[config.mk]
export PLATFORM = sky130hd
export DESIGN_NAME = gvs_cell
export DESIGN_NICKNAME = d
export VERILOG_FILES = /design/src/rtl/gvs_pkg.sv /design/src/rtl/gvs_cell.sv
export SDC_FILE = /design/constraint.sdc
export NUM_CORES = 1
export LEC_CHECK = 0
export ABC_AREA = 1
export ABC_CLOCK_PERIOD_IN_PS = 3400
export BUFFER_PORTS_ARGS = -buffer_cell sky130_fd_sc_hd__buf_2
export CORE_ASPECT_RATIO = 0.6
export CORE_MARGIN = 2
export CORE_UTILIZATION = 42
export CTS_BUF_LIST = sky130_fd_sc_hd__clkbuf_8
export CTS_CLUSTER_SIZE = 24
export DETAILED_ROUTE_END_ITERATION = 16
export PLACE_DENSITY = 0.82
export SYNTH_ARGS = -nofsm -noshare
export SYNTH_HDL_FRONTEND = slang
export SYNTH_SLANG_ARGS = --single-unit
export TNS_END_PERCENT = 30
[constraint.sdc]
create_clock -name clk -period 3.4 [get_ports clk]
set_clock_uncertainty 0.1 [all_clocks]
set_input_delay 0.34 -clock clk [delete_from_list [all_inputs] [get_ports clk]]
set_output_delay 0.34 -clock clk [all_outputs]
set_load 0.02 [all_outputs]
[src/rtl/gvs_pkg.sv]
// Shared widths, body entry type and register index codes for the
// gravity Verlet step block. No dependencies.
package gvs_pkg;

  localparam int POS_W    = 24;  // signed Q16.8 position
  localparam int MASS_W   = 18;
  localparam int DIFF_W   = 25;  // body minus particle, and its magnitude
  localparam int SQ_W     = 49;  // one squared magnitude
  localparam int DSQ_W    = 50;  // squared distance
  localparam int PROD_W   = 43;  // mass times magnitude
  localparam int TERM_W   = 47;  // term saturates at all ones
  localparam int ACC_W    = 52;  // signed sum of terms
  localparam int MAG_W    = 51;  // magnitude of the sum
  localparam int GAIN_W   = 32;
  localparam int MSQ_W    = 16;
  localparam int ACT_W    = 4;
  localparam int PMUL_W   = 83;  // magnitude times gain
  localparam int DELTA_W  = 27;  // delta magnitude, capped at 2^26
  localparam int NEXT_W   = 30;  // unsaturated next position

  localparam int CFG_IDX_W = 2;
  localparam logic [CFG_IDX_W-1:0] CFG_ACTIVE = 2'd0;
  localparam logic [CFG_IDX_W-1:0] CFG_GAIN   = 2'd1;
  localparam logic [CFG_IDX_W-1:0] CFG_MIN_SQ = 2'd2;

  localparam logic MODE_LOAD = 1'b0;

  typedef struct packed {
    logic signed [POS_W-1:0] x;
    logic signed [POS_W-1:0] y;
    logic [MASS_W-1:0]       w;
  } body_t;

endpackage

[src/rtl/gvs_cell.sv]
// One cell of the body ring: holds one attractor entry, loads it from the
// input side and passes it to its neighbor on a rotate. Uses gvs_pkg.
module gvs_cell (
  input  logic          clk,
  input  logic          load,
  input  gvs_pkg::body_t load_body,
  input  logic          shift,
  input  gvs_pkg::body_t shift_in,
  output gvs_pkg::body_t body
);
  import gvs_pkg::*;

  body_t held;

  // load wins over rotate; they never meet in practice
  always_ff @(posedge clk) begin
    if (load) begin
      held <= load_body;
    end else if (shift) begin
      held <= shift_in;
    end
  end

  assign body = held;

endmodule

After elaboration in Yosys (flattened, before gate mapping)
Cells that the tools add are included.
Operators by class
  $add $sub $neg: 0
  $mul: 0
  div/mod/pow operators: 0
  $lt $le $gt $ge: 0
  eq/ne operators: 0
  shift operators: 0
  multiplexer cells: 2
  bitwise logic cells: 0
  reductions and logical operators: 1
Operator list (number)
  $mux 66: 2
  $reduce_bool 2->1: 1
Word-level totals
  flip-flop bits (word level): 66
  bits in latches: 0
  memory bits (writable): 0
  ROM bits: 0
  input bits: 135
  output and inout port bits: 66
  logic and storage cells: 6
  memories: 0

Logic depth before layout (Yosys ltp)
  depth after elaboration: 2
  depth in mapped cells: 6
  depth with buffers taken out: 3

Least setup slack after synthesis
Ideal clock, no wire load.
  path type: input -> register
  start: input port load
  end: register held (netlist bit body[0]) (enable)
  setup time: 0.428 ns
  data arrival time: 2.045 ns
  data required time: 2.872 ns
  slack: 0.827 ns
  stages: 3
  path buffers: 2
  cells stage by stage: buf_4 -> buf_6 -> or2_1
Between the ends
  word-level cells in the longest chain between the ends: 1
Ends and longest elaborated chain
  start: declaration: line gvs_cell.sv:5  | input logic load,
  $reduce_bool 2->1 (no source line)
  end signal: assignment: line gvs_cell.sv:18  | held <= load_body;
  end signal: assignment: line gvs_cell.sv:20  | held <= shift_in;
  end: declaration: line gvs_cell.sv:13  | body_t held;
Every way passes these cells.
A chain may end at the register's enable or synchronous reset.

Final worst setup path
  start: input port load
  end: register held (netlist bit body[8]) (enable)
The elaborated chain is that of the path after synthesis.

==> impl_metrics.py <==
metrics = {
    "drt": {
        "num_vias": 2498,
        "routedWlPerCell_um": 11.5,
        "first_pass_iters": 4,
        "viasPerCell": 4.37,
        "ant_nets": 0,
        "drc": 0,
        "finalWirelength_um": 6580,
        "drt_iter0_drc": 95,
    },
    "synth": {
        "synth_top_area_share_pct": 69.5,
        "synth_area_um2": 2850,
        "synthesis.nets": 416,
        "synth_area_leaders": "edfxtp_1 70%, nand2_1 26%, buf_6 2.4%",
        "postSynthCellCount": 281,
        "syn_area_per_cell_um2": 10.1,
        "synth_top_area_cell": "edfxtp_1",
        "synth-seq-area-share_pct": 69.5,
        "ys_warn_count": 0,
        "ys_ff_latch": 66,
        "synth_cell_type_count": 7,
    },
    "sta": {
        "timing.setup.tns_ps": 0,
        "fin_crit_sh_pct": 51.5,
        "grt_setup_unrepaired": "no",
        "hold_viol_final": 0,
        "maxSlewViolCount": 0,
        "fmax_mhz": 571,
        "setup_viol": 0,
        "min_period_ps": 1750,
        "tightest_slew_ps": 1030,
        "relSlewSlack_pct": 31.4,
    },
    "grt": {
        "grt_pass1_wl_um": 9500,
        "grt_max_degree": 67,
        "antenna_found_initial": 0,
        "track_usage_pct": 17.2,
        "overflow": 0,
        "grt_pass1_vias": 2147,
    },
    "power_and_ir_drop": {
        "comb_power_share_pct": 19.9,
        "power_w": 0.00191,
        "p_switching_w": 0.000518,
        "ir_drop_uv": 214,
        "power_leakage_nw": 2.17,
        "power.internal_w": 0.00139,
        "power.density_nw_per_um2": 474,
        "p_clk_share_pct": 26.6,
        "p_sw_share_pct": 27.1,
        "power_frac_seq_pct": 53.4,
    },
    "clock_tree": {
        "cts_max_level": 3,
        "cts.reportedPaths.clkPinSlew_ps": 70,
        "ctsResizeCount": 0,
        "cts.repair_timing.setup_buffer_count": 0,
        "cts_tree": "built",
        "hold_buffers": 0,
        "cts_buffer_depth": 2,
        "numCtsBuffers": 9,
        "clock_sink_count": 66,
        "cts_root_buf": "clkbuf_8",
    },
    "die": {
        "io_pins": 201,
        "fp-row-count": 23,
        "start_util_pct": 43.1,
        "core_um2": 6620,
        "die_h_um": 67.8,
        "die-area_um2": 7480,
        "die_w_um": 110,
    },
    "critical_path": {
        "crit_fanout": 28,
        "path_class": "in2reg",
        "required_ps": 3300,
        "start_kind": "input pin",
        "end_kind": "register",
        "crit_arrival_ps": 1650,
    },
    "placed_design": {
        "dp_hpwl_um": 4940,
        "portBuffers": 200,
        "gp_congestion": 0.780,
    },
    "cells_and_area": {
        "largest_register_ffs": 66,
        "drive_above_1_share_pct": 44.7,
        "post-route-util_pct": 60.8,
        "finalNetCount": 615,
        "n_antenna_cell": 0,
        "area_growth_pct": 41.1,
    },
    "flow_run": {
        "drv_cap": 0,
    },
    "worst_hold_path": {
        "hold_path_class": "in2reg",
    },
    "outcome": {
        "status": "completed",
    },
}
## per-stage QoR
step | hold WS [ps] | cell area [µm²] | std cells | setup WS, ps
CTS | 150 | 4020 | 572 | 1650
global route | 157 | 4020 | 572 | 1520
finish | 171 | 4020 | 572 | 1650
global placement | 504 | 3870 | 556 | 1330
detailed placement | 509 | 3870 | 556 | 1290
floorplan | 419 | 2850 | 281 | 827
## cells in the final DEF (no fill, tap or decap)
cell	count
buf_2	200
nand2_1	198
edfxtp_1	66
clkbuf_8	9
inv_1	3
clkinv_2	3
buf_4	3
inv_2	1
or2_2	1
clkinv_1	1
## cell type report
class | instances | area [µm²]
fill | 581 | 2600
multi-input combinational | 199 | 749
inverter | 1 | 3.75
timing repair buffer | 203 | 1020
clock buffer | 9 | 124
clock inverter | 7 | 30.0
sequential | 66 | 1980
tap | 87 | 109
## Yosys cell counts
master,instances
buf_6,6
or2_1,1
nand2_1,198
inv_2,1
edfxtp_1,66
buf_4,1
buf_2,8
## power by group through the flow
stage               sequential, W  clock (W)  combinational (W)
floorplan                 0.00116          0          0.0000912
global placement          0.00104          0           0.000378
detailed placement        0.00104          0           0.000385
CTS                       0.00102   0.000530           0.000386
global route              0.00103   0.000569           0.000419
finish                    0.00102   0.000508           0.000380
## logic make-up (layout without fill, tap and decap cells)
family / after synthesis / after routing / share of synthesized area, %
buf+inv: 16 / 220 / 4.17
simple gates: 199 / 199 / 26.3
flops: 66 / 66 / 69.5
## final timing paths
check                        start  endpoint  slack (ps)  cells after the start
worst max-delay path          load   body[8]        1650                      3
worst min-delay path  shift_in[31]  body[31]         170                      3
## routing by layer
metal	global-route usage, %	wire length, µm
met5	0	0
met4	6.25	79
met3	7.24	693
met2	30.5	3220
met1	18.7	2580
## worst max-delay path, cell delays in order
cell	delay, ps
buf_2	390
or2_2	520
buf_4	390
(Power assumes the default switching activity.)
