===== config.mk =====
export PLATFORM = sky130hd
export DESIGN_NAME = gvs_div
export DESIGN_NICKNAME = d
export VERILOG_FILES = /design/src/rtl/gvs_div.sv
export SDC_FILE = /design/constraint.sdc
export NUM_CORES = 1
export LEC_CHECK = 0
export ABC_AREA = 1
export BUFFER_PORTS_ARGS = -buffer_cell sky130_fd_sc_hd__buf_4
export CAP_MARGIN = 20
export CORE_MARGIN = 3
export CORE_UTILIZATION = 50
export CTS_BUF_LIST = sky130_fd_sc_hd__clkbuf_8 sky130_fd_sc_hd__clkbuf_16
export CTS_CLUSTER_SIZE = 24
export DETAILED_ROUTE_END_ITERATION = 10
export PLACE_DENSITY = 0.81
export SLEW_MARGIN = 20
export SYNTH_ARGS = -nofsm -noshare
export SYNTH_HDL_FRONTEND = slang
export SYNTH_SLANG_ARGS = --single-unit

===== constraint.sdc =====
create_clock -name clk -period 3.1 [get_ports clk]
set_input_delay 0.31 -clock clk [delete_from_list [all_inputs] [get_ports clk]]
set_output_delay 0.31 -clock clk [all_outputs]
set_load 0.02 [all_outputs]

===== src/rtl/gvs_div.sv =====
// Restoring serial divider, one quotient bit per cycle, full-width
// quotient. Stand-alone, no package needed.
module gvs_div #(
  parameter int NUM_W = 63,
  parameter int DEN_W = 50
) (
  input  logic             clk,
  input  logic             rst,
  input  logic             start,
  input  logic [NUM_W-1:0] num,
  input  logic [DEN_W-1:0] den,
  output logic             done,
  output logic [NUM_W-1:0] quo
);
  localparam int CNT_W = $clog2(NUM_W + 1);

  logic [NUM_W-1:0] q;
  logic [DEN_W-1:0] rem;
  logic [DEN_W-1:0] dv;
  logic [CNT_W-1:0] cnt;
  logic             busy;
  logic [DEN_W:0]   t;
  logic [DEN_W:0]   diff;
  logic             ge;

  assign t    = {rem, q[NUM_W-1]};
  assign diff = t - {1'b0, dv};
  assign ge   = t >= {1'b0, dv};

  // control
  always_ff @(posedge clk) begin
    if (rst) begin
      busy <= 1'b0;
      done <= 1'b0;
      cnt  <= '0;
    end else begin
      done <= 1'b0;
      if (start) begin
        busy <= 1'b1;
        cnt  <= CNT_W'(NUM_W);
      end else if (busy) begin
        cnt <= cnt - 1'b1;
        if (cnt == CNT_W'(1)) begin
          busy <= 1'b0;
          done <= 1'b1;
        end
      end
    end
  end

  // shift the dividend out and the quotient in
  always_ff @(posedge clk) begin
    if (start) begin
      q   <= num;
      rem <= '0;
      dv  <= den;
    end else if (busy) begin
      rem <= ge ? diff[DEN_W-1:0] : t[DEN_W-1:0];
      q   <= {q[NUM_W-2:0], ge};
    end
  end

  assign quo = q;

endmodule


## Word-level counts from Yosys, hierarchy flattened

Cells that the tools add are included.

- Bits in registers: 171
- Output and inout port bits: 64
- Word-level logic and storage cells: 22

- Add/sub/neg operators: 2
- $lt $le $gt $ge: 1
- Equal/unequal tests: 1
- Mux-type cells: 9
- Bitwise gates (word level): 1
- Reductions and logical operators: 2

Operator list:

| operator | count |
|---|---|
| 2-to-1 mux 63 bit | 2 |
| greater-or-equal comparator 51 x 50 -> 1 bit | 1 |
| 2-to-1 mux 50 bit | 1 |
| subtractor 50 bit | 1 |
| 2-to-1 mux 6 bit | 2 |
| equality test 6 x 1 -> 1 bit (second input constant) | 1 |
| subtractor 6 x 1 -> 6 bit (second input constant) | 1 |
| 2-to-1 mux 1 bit | 4 |
| OR reduction 3 bit | 1 |
| nonzero test 2 bit | 1 |
| inverter 1 bit | 1 |

## Longest topological paths before layout

- Word-level depth: 4
- Gate-level depth with buffers: 17
- Mapped depth without buffers: 17

## Worst setup path after synthesis

OpenSTA, ideal clock, no wires.

- Path type: register -> register
- Start point: register busy
- End point: register q[0] (netlist: quo[0]), enable pin
- Library setup time: 453 ps
- Data arrival time: 2,529 ps
- Slack: 119 ps
- Stages on the path, launching flop included: 4
- Buffers on the path: 1
- Period minus slack after synthesis: 2,981 ps
- Cell sequence: dfxtp_1 > nor2_1 > inv_1 > clkbuf_1

- Longest elaborated chain between the ends: 1

RTL lines:

| element | RTL line | RTL |
|---|---|---|
| from (decl) | 21 | `logic busy;` |
| from (signal assigned) | 33 | `busy <= 1'b0;` |
| from (signal assigned) | 39 | `busy <= 1'b1;` |
| from (signal assigned) | 44 | `busy <= 1'b0;` |
| nonzero test 2 bit (no line) | -- |  |
| to (signal assigned) | 54 | `q <= num;` |
| to (signal assigned) | 59 | `q <= {q[NUM_W-2:0], ge};` |
| to (decl) | 17 | `logic [NUM_W-1:0] q;` |

No other way between the ends.
A chain may end at the register's enable or synchronous reset.

## Final worst setup path

- Start point: register dv[32]
- End point: register rem[41]

- Longest elaborated chain between the ends: 2

RTL lines:

| element | RTL line | RTL |
|---|---|---|
| from (decl) | 19 | `logic [DEN_W-1:0] dv;` |
| from (signal assigned) | 56 | `dv <= den;` |
| subtractor 50 bit or greater-or-equal comparator 51 x 50 -> 1 bit (tied branches) | 27, 28 |  |
| 2-to-1 mux 50 bit (*) | 58 | `rem <= ge ? diff[DEN_W-1:0] : t[DEN_W-1:0];` |
| to (signal assigned) | 58 |  |
| to (decl) | 18 | `logic [DEN_W-1:0] rem;` |

Every way passes the cells marked *; elsewhere a longest branch is shown, timed or not.

==> metrics <==
status=complete, no violations; total wire length=34100 um; Synth Area per Inst=6.70 sq um; crit-path leading delay family=simple AND/OR/NAND/NOR gates; CP Launch Point=dv[32]; ANT nets after route=0; grt total ovfl=0; critical path, cell by cell=inv_1 > ha_1 > nand2_1 > nor2_1 > nand2_1 > inv_1 > nand2_1 > nor2_1 > nand2_2 > nand3_4 > buf_4 > nand3_1 > nand3_1 > nand2_1; DIE HEIGHT=158 um; Leak Pwr=7.37 nW; count leader, synth=nand2_1; Pwr Total=5.76 mW; TritonRoute pass-1 iters=5; RePlAce Congestion=1.02; largest net degree at the start of global routing=63; leading area contributor after synthesis=edfxtp_1; Final Non-Filler Cells=2185; vias in the first global route=10700; Pins Over Slew Limit=0; share of layout cells above drive strength 1=0.127; RR Startpoint=dv[32]; post-synthesis sequential area ratio=0.395; first-pass GRT wire length=54100 um; CTS tree=yes; die area=24900 sq um; share of the synthesized area in the top cell type=0.294; GR Util All Layers=0.277; WL per Instance=15.6 um; pre-CTS worst setup slack=0.430 ns; Worst-Skew Late Latency=0.45 ns; I/O pin cnt=180; Placed Cells=2153; largest family of logic cells by synthesized area=simple AND/OR/NAND/NOR gates; synth top area cells=edfxtp_1 (29%), nand2_1 (23%), inv_1 (11%), dfxtp_1 (10%), ha_1 (5.6%); WS Path Type=reg2reg; startpoint types=flip-flop; Tightest Pin Transition=0.636 ns; multiplexer share of the synthesized area=0; Initial DRC Count=797; WP data arrival=3.04 ns; RSZ-0062 raised after global routing=false; CP endpoint kind=flip-flop; #FFs+latches synth=171; Mapped Nets=1893; Critical-path top delay cell=ha_1; worst hold stages=1; width of the chip=158 um; Post-synth top cells=nand2_1 (705), inv_1 (352), edfxtp_1 (113), nand3_1 (112), nor2_1 (85); Gate Count Post-Synth=1724; CP max FO=25; post-layout util=0.618; Post-synth EDFFs=113; Post-synth top flop=edfxtp_1; final setup violation count=0; Reg area=4550 sq um; maxcap violations=0; R2R setup slack=0.40 ns; Initial Util=0.519; nets@finish=2061; CP required=3.44 ns; Worst slew margin=0.576; Post-CTS Setup Bufs=0; Most Frequent Cell on Critical Path=nand2_1; crit-path max cell delay=0.39 ns; Placement Cell Area=13100 sq um; Tmin final=2.70 ns; Async S/R FF share, synth=0; DR vias/cell=5.11; Ys Warns=0; Max Freq=0.370 GHz; Cell variety after synth=33; Post-Synth Adder-Cell Area=0.0581; HP Class=in2reg; clk root buf=clkbuf_16; via count=11200; Site Rows=54; Final period util=0.871; Layout fillers=2060; r2r worst-path depth=14; hold_ws=0.0330 ns; CTS resizes=0; WP buf/inv=3; initial antenna violation count=0; final hold violations=0; Setup TNS Final=0 ns; post-route cell area=13700 sq um; cell area after synthesis=11500 sq um; cts hold-fix bufs=0; Detail Placement HPWL=26300 um; Critical R2R Capture=rem[41]; Setup Skew=0.0205 ns; Synth Area in Simple Gates=0.354; final worst slack=0.400 ns; DRC=0; Hold Crit Start=den[0]; Synth Area in Compound Gates=0.0393; Core Region=22200 sq um; Multi-input gate area=5420 sq um; clock buffer depth=2; maximum vdd drop=0.302 mV; Inserted Diodes=0; CTS sink count=171; XOR/XNOR Fraction of Synth Area=0.0182; area grow syn2layout=18.9%; Worst Hold Path EP=dv[0]; H-tree levels=4; TritonCTS buffer count=17; PwrDens=419 nW/um^2; Worst-path clk slew=0.08 ns; IO buf count=179
[state kept, by name, indices dropped and copies added (netlist names)]
register / count
rem: 50
dv: 50
busy: 1
quo: 63
cnt: 6
done: 1
[how the worst max path moves through the flow]
| stage | endpoint | slack [ns] | depth (start not counted) |
|---|---|---|---|
| floorplan | quo[0] | 0.12 | 3 |
| global placement | rem[41] | 0.41 | 13 |
| detailed placement | rem[41] | 0.43 | 14 |
| CTS | rem[41] | 0.41 | 14 |
| global route | rem[41] | 0.19 | 14 |
| finish | rem[41] | 0.40 | 14 |
[layout by cell type, fill, tap and decap left out, types with 7 or more instances in the layout]
| cell type | n |
|---|---|
| dfxtp_1 | 58 |
| o21ai_0 | 10 |
| ha_1 | 52 |
| edfxtp_1 | 113 |
| nand3_1 | 112 |
| xnor2_1 | 22 |
| nand4_1 | 64 |
| inv_1 | 350 |
| nand2_1 | 705 |
| o21ai_1 | 25 |
| nor2_1 | 85 |
| a21oi_1 | 32 |
| clkbuf_16 | 17 |
| o21bai_1 | 7 |
| nor3_1 | 9 |
| buf_4 | 192 |
[cells by family (layout without fill, tap and decap cells)]
| kind of cell | count (synthesis) | count (layout) |
|---|---|---|
| adders and majority gates | 53 | 53 |
| DFF | 171 | 171 |
| xor gates and xnor gates | 24 | 24 |
| AOI/OAI and AO/OA | 82 | 82 |
| buffers and inverters | 404 | 585 |
| and+or+nand+nor | 990 | 990 |
[power by group]
| group | internal, mW | switching [mW] | total (mW) |
|---|---|---|---|
| Combinational | 0.349 | 0.532 | 0.881 |
| Sequential | 2.61 | 0.0781 | 2.69 |
| Clock | 1.09 | 1.10 | 2.19 |
[cell type report]
| cell class | count | share of cell area |
|---|---|---|
| tap | 280 | 0.0255 |
| inverter | 360 | 0.0985 |
| multi-input combinational | 1149 | 0.395 |
| sequential | 171 | 0.332 |
| clock buffer | 17 | 0.0310 |
| clock inverter | 15 | 0.0123 |
| timing repair buffer | 193 | 0.106 |
[metal layers]
layer	global-route usage	wire length [um]	part of all wire
met5	0	0	0
met1	0.362	14700	0.43
met3	0.0634	2980	0.087
met2	0.460	15700	0.46
met4	0.0860	753	0.022
[worst reg2reg max path, stage by stage, from the launching register on]
cell      delay (ns)
edfxtp_1        0.33
inv_1           0.06
ha_1            0.39
nand2_1         0.14
nor2_1          0.22
nand2_1         0.10
inv_1           0.08
nand2_1         0.08
nor2_1          0.29
nand2_2         0.14
nand3_4         0.11
buf_4           0.32
nand3_1         0.20
nand3_1         0.10
nand2_1         0.05
(Power assumes the default switching activity.)
