**config.mk**
```make
export PLATFORM = sky130hd
export DESIGN_NAME = gvs_sqrt
export DESIGN_NICKNAME = d
export VERILOG_FILES = /design/src/rtl/gvs_sqrt.sv
export SDC_FILE = /design/constraint.sdc
export NUM_CORES = 1
export LEC_CHECK = 0
export ABC_AREA = 0
export CAP_MARGIN = 40
export CORE_MARGIN = 4
export CORE_UTILIZATION = 51
export DETAILED_ROUTE_END_ITERATION = 8
export DONT_BUFFER_PORTS = 1
export PLACE_DENSITY_LB_ADDON = 0.05
export SLEW_MARGIN = 30
export SYNTH_ARGS = -nofsm -noshare
export SYNTH_HDL_FRONTEND = slang
export SYNTH_SLANG_ARGS = --single-unit
```
**constraint.sdc**
```tcl
create_clock -name clk -period 4.7 [get_ports clk]
set_input_delay 0.235 -clock clk [delete_from_list [all_inputs] [get_ports clk]]
set_output_delay 0.235 -clock clk [all_outputs]
set_load 0.05 [all_outputs]
```
**src/rtl/gvs_sqrt.sv**
```systemverilog
// Bit-pair serial integer square root, one result bit per cycle.
// Stand-alone, no package needed.
module gvs_sqrt #(
  parameter int IN_W = 50
) (
  input  logic              clk,
  input  logic              rst,
  input  logic              start,
  input  logic [IN_W-1:0]   value,
  output logic              done,
  output logic [IN_W/2-1:0] root
);
  localparam int RT_W  = IN_W / 2;
  localparam int RM_W  = RT_W + 2;
  localparam int CNT_W = $clog2(RT_W + 1);

  logic [IN_W-1:0]  val;
  logic [RM_W-1:0]  rem;
  logic [RT_W-1:0]  res;
  logic [CNT_W-1:0] cnt;
  logic             busy;
  logic [RM_W-1:0]  shifted;
  logic [RM_W-1:0]  trial;
  logic             ge;

  assign shifted = {rem[RM_W-3:0], val[IN_W-1:IN_W-2]};
  assign trial   = {res, 2'b01};
  assign ge      = shifted >= trial;

  // control
  always_ff @(posedge clk) begin
    if (rst) begin
      busy <= 1'b0;
      done <= 1'b0;
      cnt  <= '0;
    end else begin
      done <= 1'b0;
      if (start) begin
        busy <= 1'b1;
        cnt  <= CNT_W'(RT_W);
      end else if (busy) begin
        cnt <= cnt - 1'b1;
        if (cnt == CNT_W'(1)) begin
          busy <= 1'b0;
          done <= 1'b1;
        end
      end
    end
  end

  // datapath: bring down two bits, try the next root bit
  always_ff @(posedge clk) begin
    if (start) begin
      val <= value;
      rem <= '0;
      res <= '0;
    end else if (busy) begin
      val <= {val[IN_W-3:0], 2'b00};
      rem <= ge ? shifted - trial : shifted;
      res <= {res[RT_W-2:0], ge};
    end
  end

  assign root = res;

endmodule

```
# Yosys cells after proc, flatten, opt, wreduce, memory -nomap -nowiden

Index checks and enable logic that the tools add are counted.

ROM bits: 0
Flip-flop bits (word level): 107
Bits in latches: 0
Bits in writable memories: 0
Input port bits: 53
Logic and storage cells: 24
Memories kept: 0

$lt $le $gt $ge: 1
Multiply operators: 0
Muxes and demuxes: 9
Div/mod/pow operators: 0
Bitwise gates (word level): 1
Reduce and logical (&&, ||, !) cells: 3
$add $sub $neg: 2
Equal/unequal tests: 1
Shift operators: 0

Operators with widths:

| operator                                            | number |
|---|---|
| 2-to-1 mux 50 bit                                   | 2 |
| greater-or-equal comparator 27 bit                  | 1 |
| 2-to-1 mux 25 bit                                   | 1 |
| subtractor 25 bit                                   | 1 |
| 2-to-1 mux 5 bit                                    | 2 |
| equality test 5 x 1 -> 1 bit, second input constant | 1 |
| subtractor 5 x 1 -> 5 bit, second input constant    | 1 |
| 2-to-1 mux 1 bit                                    | 4 |
| OR reduction 3 bit                                  | 1 |
| nonzero test 2 bit                                  | 1 |
| OR reduction 2 bit                                  | 1 |
| inverter 1 bit                                      | 1 |

# Depth between registers and ports, before layout

Gate-level depths: netlist (run 1).

Word-level depth: 4
Gate-level depth with buffers: 12

# Worst setup path after synthesis (run 1)

OpenSTA, ideal clock, no wires.

Kind: reg-to-reg
From: register res[1], in the netlist root[1]
To: register rem[11]
Path slack: 1.739 ns
Buffers on the path: 1
Library setup time: 0.086 ns
Stages on the path, launching flop included: 12
Data required time: 4.614 ns
Arrival time: 2.876 ns
Cells stage by stage: dfxtp_1 > inv_1 > ha_1 > o21a_1 > a2bb2oi_2 > o311ai_1 > a21oi_2 > o221ai_2 > nand2_2 > buf_4 > mux2i_1 > a211oi_1

Cells in the longest elaborated chain, start to end: 2
Elaborated cells on any way between the ends: 3

RTL lines:

| what                                                                    | line   | RTL |
|---|---|---|
| from (decl)                                                             | 19     | `logic [RT_W-1:0] res;` |
| from (signal assigned)                                                  | 60     | `res <= {res[RT_W-2:0], ge};` |
| subtractor 25 bit or greater-or-equal comparator 27 bit (tied branches) | 59, 28 |  |
| 2-to-1 mux 25 bit (*)                                                   | 59     | `rem <= ge ? shifted - trial : shifted;` |
| to (signal assigned)                                                    | 59     |  |
| to (decl)                                                               | 18     | `logic [RM_W-1:0] rem;` |

Mark *: on every way between the ends. The rest lies on a longest branch, timed or not.
A chain may end at the register's enable or synchronous reset.

# Worst setup path after layout (run 1)

From: register res[1], in the netlist root[1]
To: register rem[15]

Same word-level chain as after synthesis.

==> run metrics, run 1 <==
global-route wire length before repair 20.6 mm; Worst-Margin Slew 0.773 ns; data required time at the worst endpoint 4.96 ns; TritonCTS clock tree yes; largest net degree at the start of global routing 63; Max Slew Vio Count 0; R2R cell count 10; share of cells above drive strength 1 14.0%; ys flop type dfxtp_1; status finished clean; routability cong. 0.883; Total GRT Usage 19.5%; CTS H-tree lvls 3; cells along the critical path inv_1, ha_1, o21a_1, a2bb2oi_2, o311ai_1, a21oi_2, o221ai_2, nand2_2, mux2i_1, a211oi_1; dominant cell type by area after synthesis edfxtp_1; Worst Setup SP root[1]; Crit. path cell count 10; number of port buffers 0; r2r endpoint rem[15]; clk sinks 107; max-cap violations 0; post-route ant nets 0; die width 115 um; clk slew on worst S/H paths 0.07 ns; clk buf depth 2; R2R setup slack 1.27 ns; number of synthesized flops with an enable pin 50; most common cell after layout, fill and taps aside nor2_1; # placed instances 685; arrival time worst endpoint 3.69 ns; Leakage 2.45 nW; Worst setup SP type register; initial antenna violation count 0; CTS-repair resized insts 0; worst min path class primary input to register; Max Clock Freq 291 MHz; drt first-iter violations 181; number of global-route vias before repair 4203; die area 13200 um2; RSZ-0062 raised after global routing false; final wirelength 12.1 mm; pwr/cell area 660 nW/um2; router iterations before antenna repair 4; most frequent cells in the layout nor2_1, dfxtp_1, edfxtp_1; post-synthesis average cell area 10.2 um2; CP Capture Point rem[15]; cell count after synthesis 572; Clock Latency Late Sink 0.36 ns; I/O pins 79; CTS root buffer clkbuf_16; Initial Util 52.9%; crit path max fanout 18; reg-to-reg startpoint root[1]; row count 38; Yosys warning total 0; Fin. Hold Viols 0; DP HPWL 8.60 mm; Net Sw Frac 40.3%; CP max-delay cell dfxtp_1; Yosys cell types 61; synthesized area 5840 um2; worst vdd ir 379 uV; sequential area share after synthesis 45.3%; grt ovf 0; WS Path Type register to register; Int Power 2.47 mW; Core ar. 11000 um2; # DRC 0; Clock Skew 0.0103 ns; top cells by area, synth edfxtp_1, dfxtp_1, mux2_2; asr flop ratio synth 0%; Num CTS Buffers 9; average via count per standard cell 5.78; Top Family by Delay on Critical Path compound AO/OA/AOI/OAI gates; register bit total from synthesis 107; ANT cells 0; Fillers 977; clock share of power 18.5%; per-cell routed wire length 17.2 um; sequential share of power 29.2%; Setup-failing EPs final 0; syn nets 654; post-layout total power 4.14 mW; Max stage delay on crit path 0.68 ns; crit path time final 3.43 ns; top-area cell type share of the netlist area 25.7%; Slew HR 48.5%; vias post-DR 4067; Layout Cells excl Fill 704; switching pwr 1.67 mW; Worst setup EP type register; net count reported at finish 641; setup tns final 0 ns; Final period util 73.1%; area grow syn2layout 7.52%; DIE HEIGHT 115 um; combinational share of power 52.3%; WP buf/inv 1
stage by stage:
stage,cell area [um2],setup slack [ns],hold WS [ns],utilization [%]
3_3_place_gp,5880,1.33,0.304,53.3
4_1_cts,6280,1.24,0.0103,56.9
6_report,6280,1.27,0.0186,56.9
3_5_place_dp,5940,1.27,0.306,53.8
5_1_grt,6280,0.929,0.0246,56.9
2_1_floorplan,5840,1.74,0.307,-
Yosys cell counts (3+ instances only):
library cell / n
nor2_1: 67
dfxtp_1: 57
edfxtp_1: 50
mux2_2: 48
inv_1: 39
mux2i_1: 39
nand2_1: 32
ha_1: 29
a21oi_1: 23
o21ai_0: 18
clkbuf_1: 17
a211oi_1: 12
a21o_1: 12
nor3_1: 12
xnor2_1: 12
xor2_1: 9
buf_2: 8
nand3_1: 8
nand4_1: 8
a311oi_1: 5
buf_4: 4
nand2b_1: 3
nor4_1: 3
o211ai_1: 3
o21a_1: 3
o21ai_1: 3
o21bai_1: 3
o31a_1: 3
area by class of cell:
| cell class | count | area [um2] | share of cell area (%) |
|---|---|---|---|
| repair buffers | 7 | 103 | 1.63 |
| clock buffers | 10 | 229 | 3.65 |
| multi-input cells | 395 | 2910 | 46.3 |
| inverters | 39 | 146 | 2.33 |
| flip-flops and latches | 107 | 2640 | 42.1 |
| clock inverters | 6 | 72.6 | 1.16 |
| well taps | 140 | 175 | 2.79 |
what timing repair did:
item / in CTS / in global routing
hold endpoints to repair: 49 / 0
buffers inserted: 0 / 0
hold buffers: 3 / 0
per-layer routing:
metal  track usage [%]  part of all wire, %
met1              23.5                   42
met2              32.9                   50
met3              7.21                  6.7
met4              5.24                  1.4
met5                 0                    0
logic make-up after synthesis:
| group | Yosys count | synth area share, % |
|---|---|---|
| compound gates | 111 | 13.2 |
| xor+xnor | 21 | 3.15 |
| fa+ha+maj | 29 | 6.22 |
| buf+inv | 70 | 4.93 |
| flops | 107 | 45.3 |
| mux | 87 | 15.9 |
| simple gates | 147 | 11.3 |
worst reg2reg max path, delay by kind of cell, from the launching register on:
family | cells | cell delay, ns
compound gates | 6 | 1.49
flops | 1 | 0.68
simple gates | 1 | 0.44
fa+ha+maj | 1 | 0.37
mux | 1 | 0.24
buf+inv | 1 | 0.12
registers in the layout, indices dropped and copies added, names as in the netlist:
name / cells
cnt: 5
val: 50
busy: 1
done: 1
rem: 25
root: 25
how the worst min path moves through the flow:
stage / start / endpoint / cells after the start / slack, ns
floorplan: rst / busy / 1 / 0.31
global placement: rst / busy / 1 / 0.30
detailed placement: rst / busy / 1 / 0.31
CTS: start / cnt[4] / 2 / 0.01
global route: start / cnt[4] / 2 / 0.02
finish: start / cnt[0] / 2 / 0.02
power groups by stage:
| stage | logic, mW | clock network, mW | registers [mW] |
|---|---|---|---|
| final | 2.17 | 0.767 | 1.21 |
| after global routing | 2.40 | 0.837 | 1.22 |
| after CTS | 2.17 | 0.794 | 1.21 |
| after detailed placement | 2.15 | 0 | 1.23 |
| after global placement | 2.12 | 0 | 1.23 |
| after floorplan | 1.77 | 0 | 1.20 |
Power figures use the tool's default switching activity.
==> run 2: changes to the inputs <==
Clock period 4.7 ns to 3.1 ns, I/O delays scaled along.
==> run metrics, run 2 (same netlist as run 1, synthesis figures left out) <==
number of global-route vias before repair 4387 (+4.4%); pre-CTS setup slack 0.0902 ns (-1.18 ns); I/O pins 79 (unchanged); WS Path Type register to register; crit path time final 2.89 ns (-0.539 ns); Final period util 93.4% (+20 points); Worst-Margin Slew 0.768 ns (-0.00453 ns); # DRC 0 (unchanged); grt ovf 0 (unchanged); largest net degree at the start of global routing 63 (unchanged); Slew HR 48.8% (+0.30 points); setup tns final 0 ns (unchanged); TritonCTS clock tree yes; R2R setup slack 0.21 ns (-1.06 ns); Core ar. 11000 um2 (unchanged); hold slack 0.0127 ns (-0.00591 ns); RSZ-0062 raised after global routing false; ANT cells 0 (unchanged); FF/Latch Area 2640 um2 (unchanged); crit path max fanout 14 (-4); post-route ant nets 0 (unchanged); Worst Hold Launch value[27]; Max Clock Freq 346 MHz (+19%); Total GRT Usage 19.8% (+0.26 points); Clock Latency Late Sink 0.36 ns (about the same); data required time at the worst endpoint 3.37 ns (-1.59 ns); Clock Skew 0.00764 ns (-0.00269 ns); net count reported at finish 676 (+5.5%); Largest Register val; CTS H-tree lvls 3 (unchanged); most frequent cells in the layout nor2_1, dfxtp_1, edfxtp_1; reg-to-reg startpoint root[12]; Setup-failing EPs final 0 (unchanged); status finished clean; most common cell after layout, fill and taps aside nor2_1; Fillers 996 (+1.9%); average via count per standard cell 5.74 (-0.68%); max reg flops 50 (unchanged); final core occ 59.1% (+2.2 points); Initial Util 52.9% (unchanged); routability cong. 0.904 (+2.4%); drt first-iter violations 249 (+38%); final worst slack 0.206 ns (-1.06 ns); CTS root buffer clkbuf_16; final wirelength 12.4 mm (+2.1%); pwr/cell area 968 nW/um2 (+47%); area grow syn2layout 11.6%; r2r endpoint rem[20]; die area 13200 um2 (unchanged); Worst Hold Path Cells 1 (-1); arrival time worst endpoint 3.16 ns (-0.53 ns); Max Slew Vio Count 0 (unchanged); clk sinks 107 (unchanged); max-cap violations 0 (unchanged); share of cells above drive strength 1 18.2% (+4.2 points); Num CTS Buffers 9 (unchanged); WHS Endpoint val[27]; Fin. Hold Viols 0 (unchanged); per-cell routed wire length 16.8 um (-2.7%); worst vdd ir 575 uV (+52%); Worst setup EP type register; global-route wire length before repair 20.8 mm (+1.3%); footprint of the multi-input gates 2930 um2 (+0.60%); number of port buffers 0 (unchanged); router iterations before antenna repair 4 (unchanged); initial antenna violation count 0 (unchanged); clk buf depth 2 (unchanged); DP HPWL 8.63 mm (+0.30%); row count 38 (unchanged); clk slew on worst S/H paths 0.07 ns (about the same); Leakage 2.61 nW (+6.3%); Worst setup SP type register; worst min path class primary input to register; die width 115 um (unchanged); DIE HEIGHT 115 um (unchanged); R2R cell count 10 (unchanged); vias post-DR 4240 (+4.3%)
run 2: metrics by stage:
step           std cells  cell area, um2  power (mW)
2_1_floorplan        572            5840        4.51
3_3_place_gp         712            6110        5.12
3_5_place_dp         712            6110        5.15
4_1_cts              733            6440        6.28
5_1_grt              739            6520        6.80
6_report             739            6520        6.31
run 2: layout make-up:
cell class	instances	area share, %
Clock inverter	5	0.634
Clock buffer	11	3.57
Sequential cell	107	40.6
Multi-Input combinational cell	395	44.9
Tap cell	140	2.69
Timing Repair Buffer	42	5.38
Inverter	39	2.25
run 2: worst max-delay path by stage:
stage          slack (ns)  startpoint  endpoint
2_1_floorplan        0.14     root[1]   rem[11]
3_3_place_gp         0.14    root[14]   rem[20]
3_5_place_dp         0.09    root[14]   rem[20]
4_1_cts              0.06    root[14]   rem[20]
5_1_grt             0.001    root[12]   rem[20]
6_report             0.21    root[12]   rem[20]
run 2: report_power, final:
| part | switching (mW) | internal, mW | leakage [nW] | total, mW |
|---|---|---|---|---|
| Sequential | 0.121 | 1.69 | 0.969 | 1.81 |
| Clock | 0.524 | 0.553 | 0.132 | 1.08 |
| Combinational | 1.92 | 1.50 | 1.51 | 3.42 |
| Total | 2.57 | 3.74 | 2.61 | 6.31 |
run 2: repair_timing:
action                                  4_1_cts  5_1_grt
resized for setup                             0        6
endpoints found under the setup margin        0       18
buffers inserted                              0        1
hold buffers                                  5        5
endpoints found under the hold margin        51        4
run 2: worst max-delay path: stages (launching register included):
cell	delay, ns
dfxtp_1	0.33
inv_1	0.05
ha_1	0.40
a21oi_1	0.12
nor2_1	0.21
a221oi_1	0.11
o211ai_1	0.33
o221ai_2	0.18
and2_4	0.24
or4_1	0.57
a311oi_1	0.27
run 2: routing by layer:
layer,vias to the layer above,GRT usage [%],part of all wire [%]
met2,93,33.7,50
met3,17,6.42,5.9
met1,2024,23.3,43
li1,2106,-,-
met5,-,0,0
met4,0,7.36,1.7
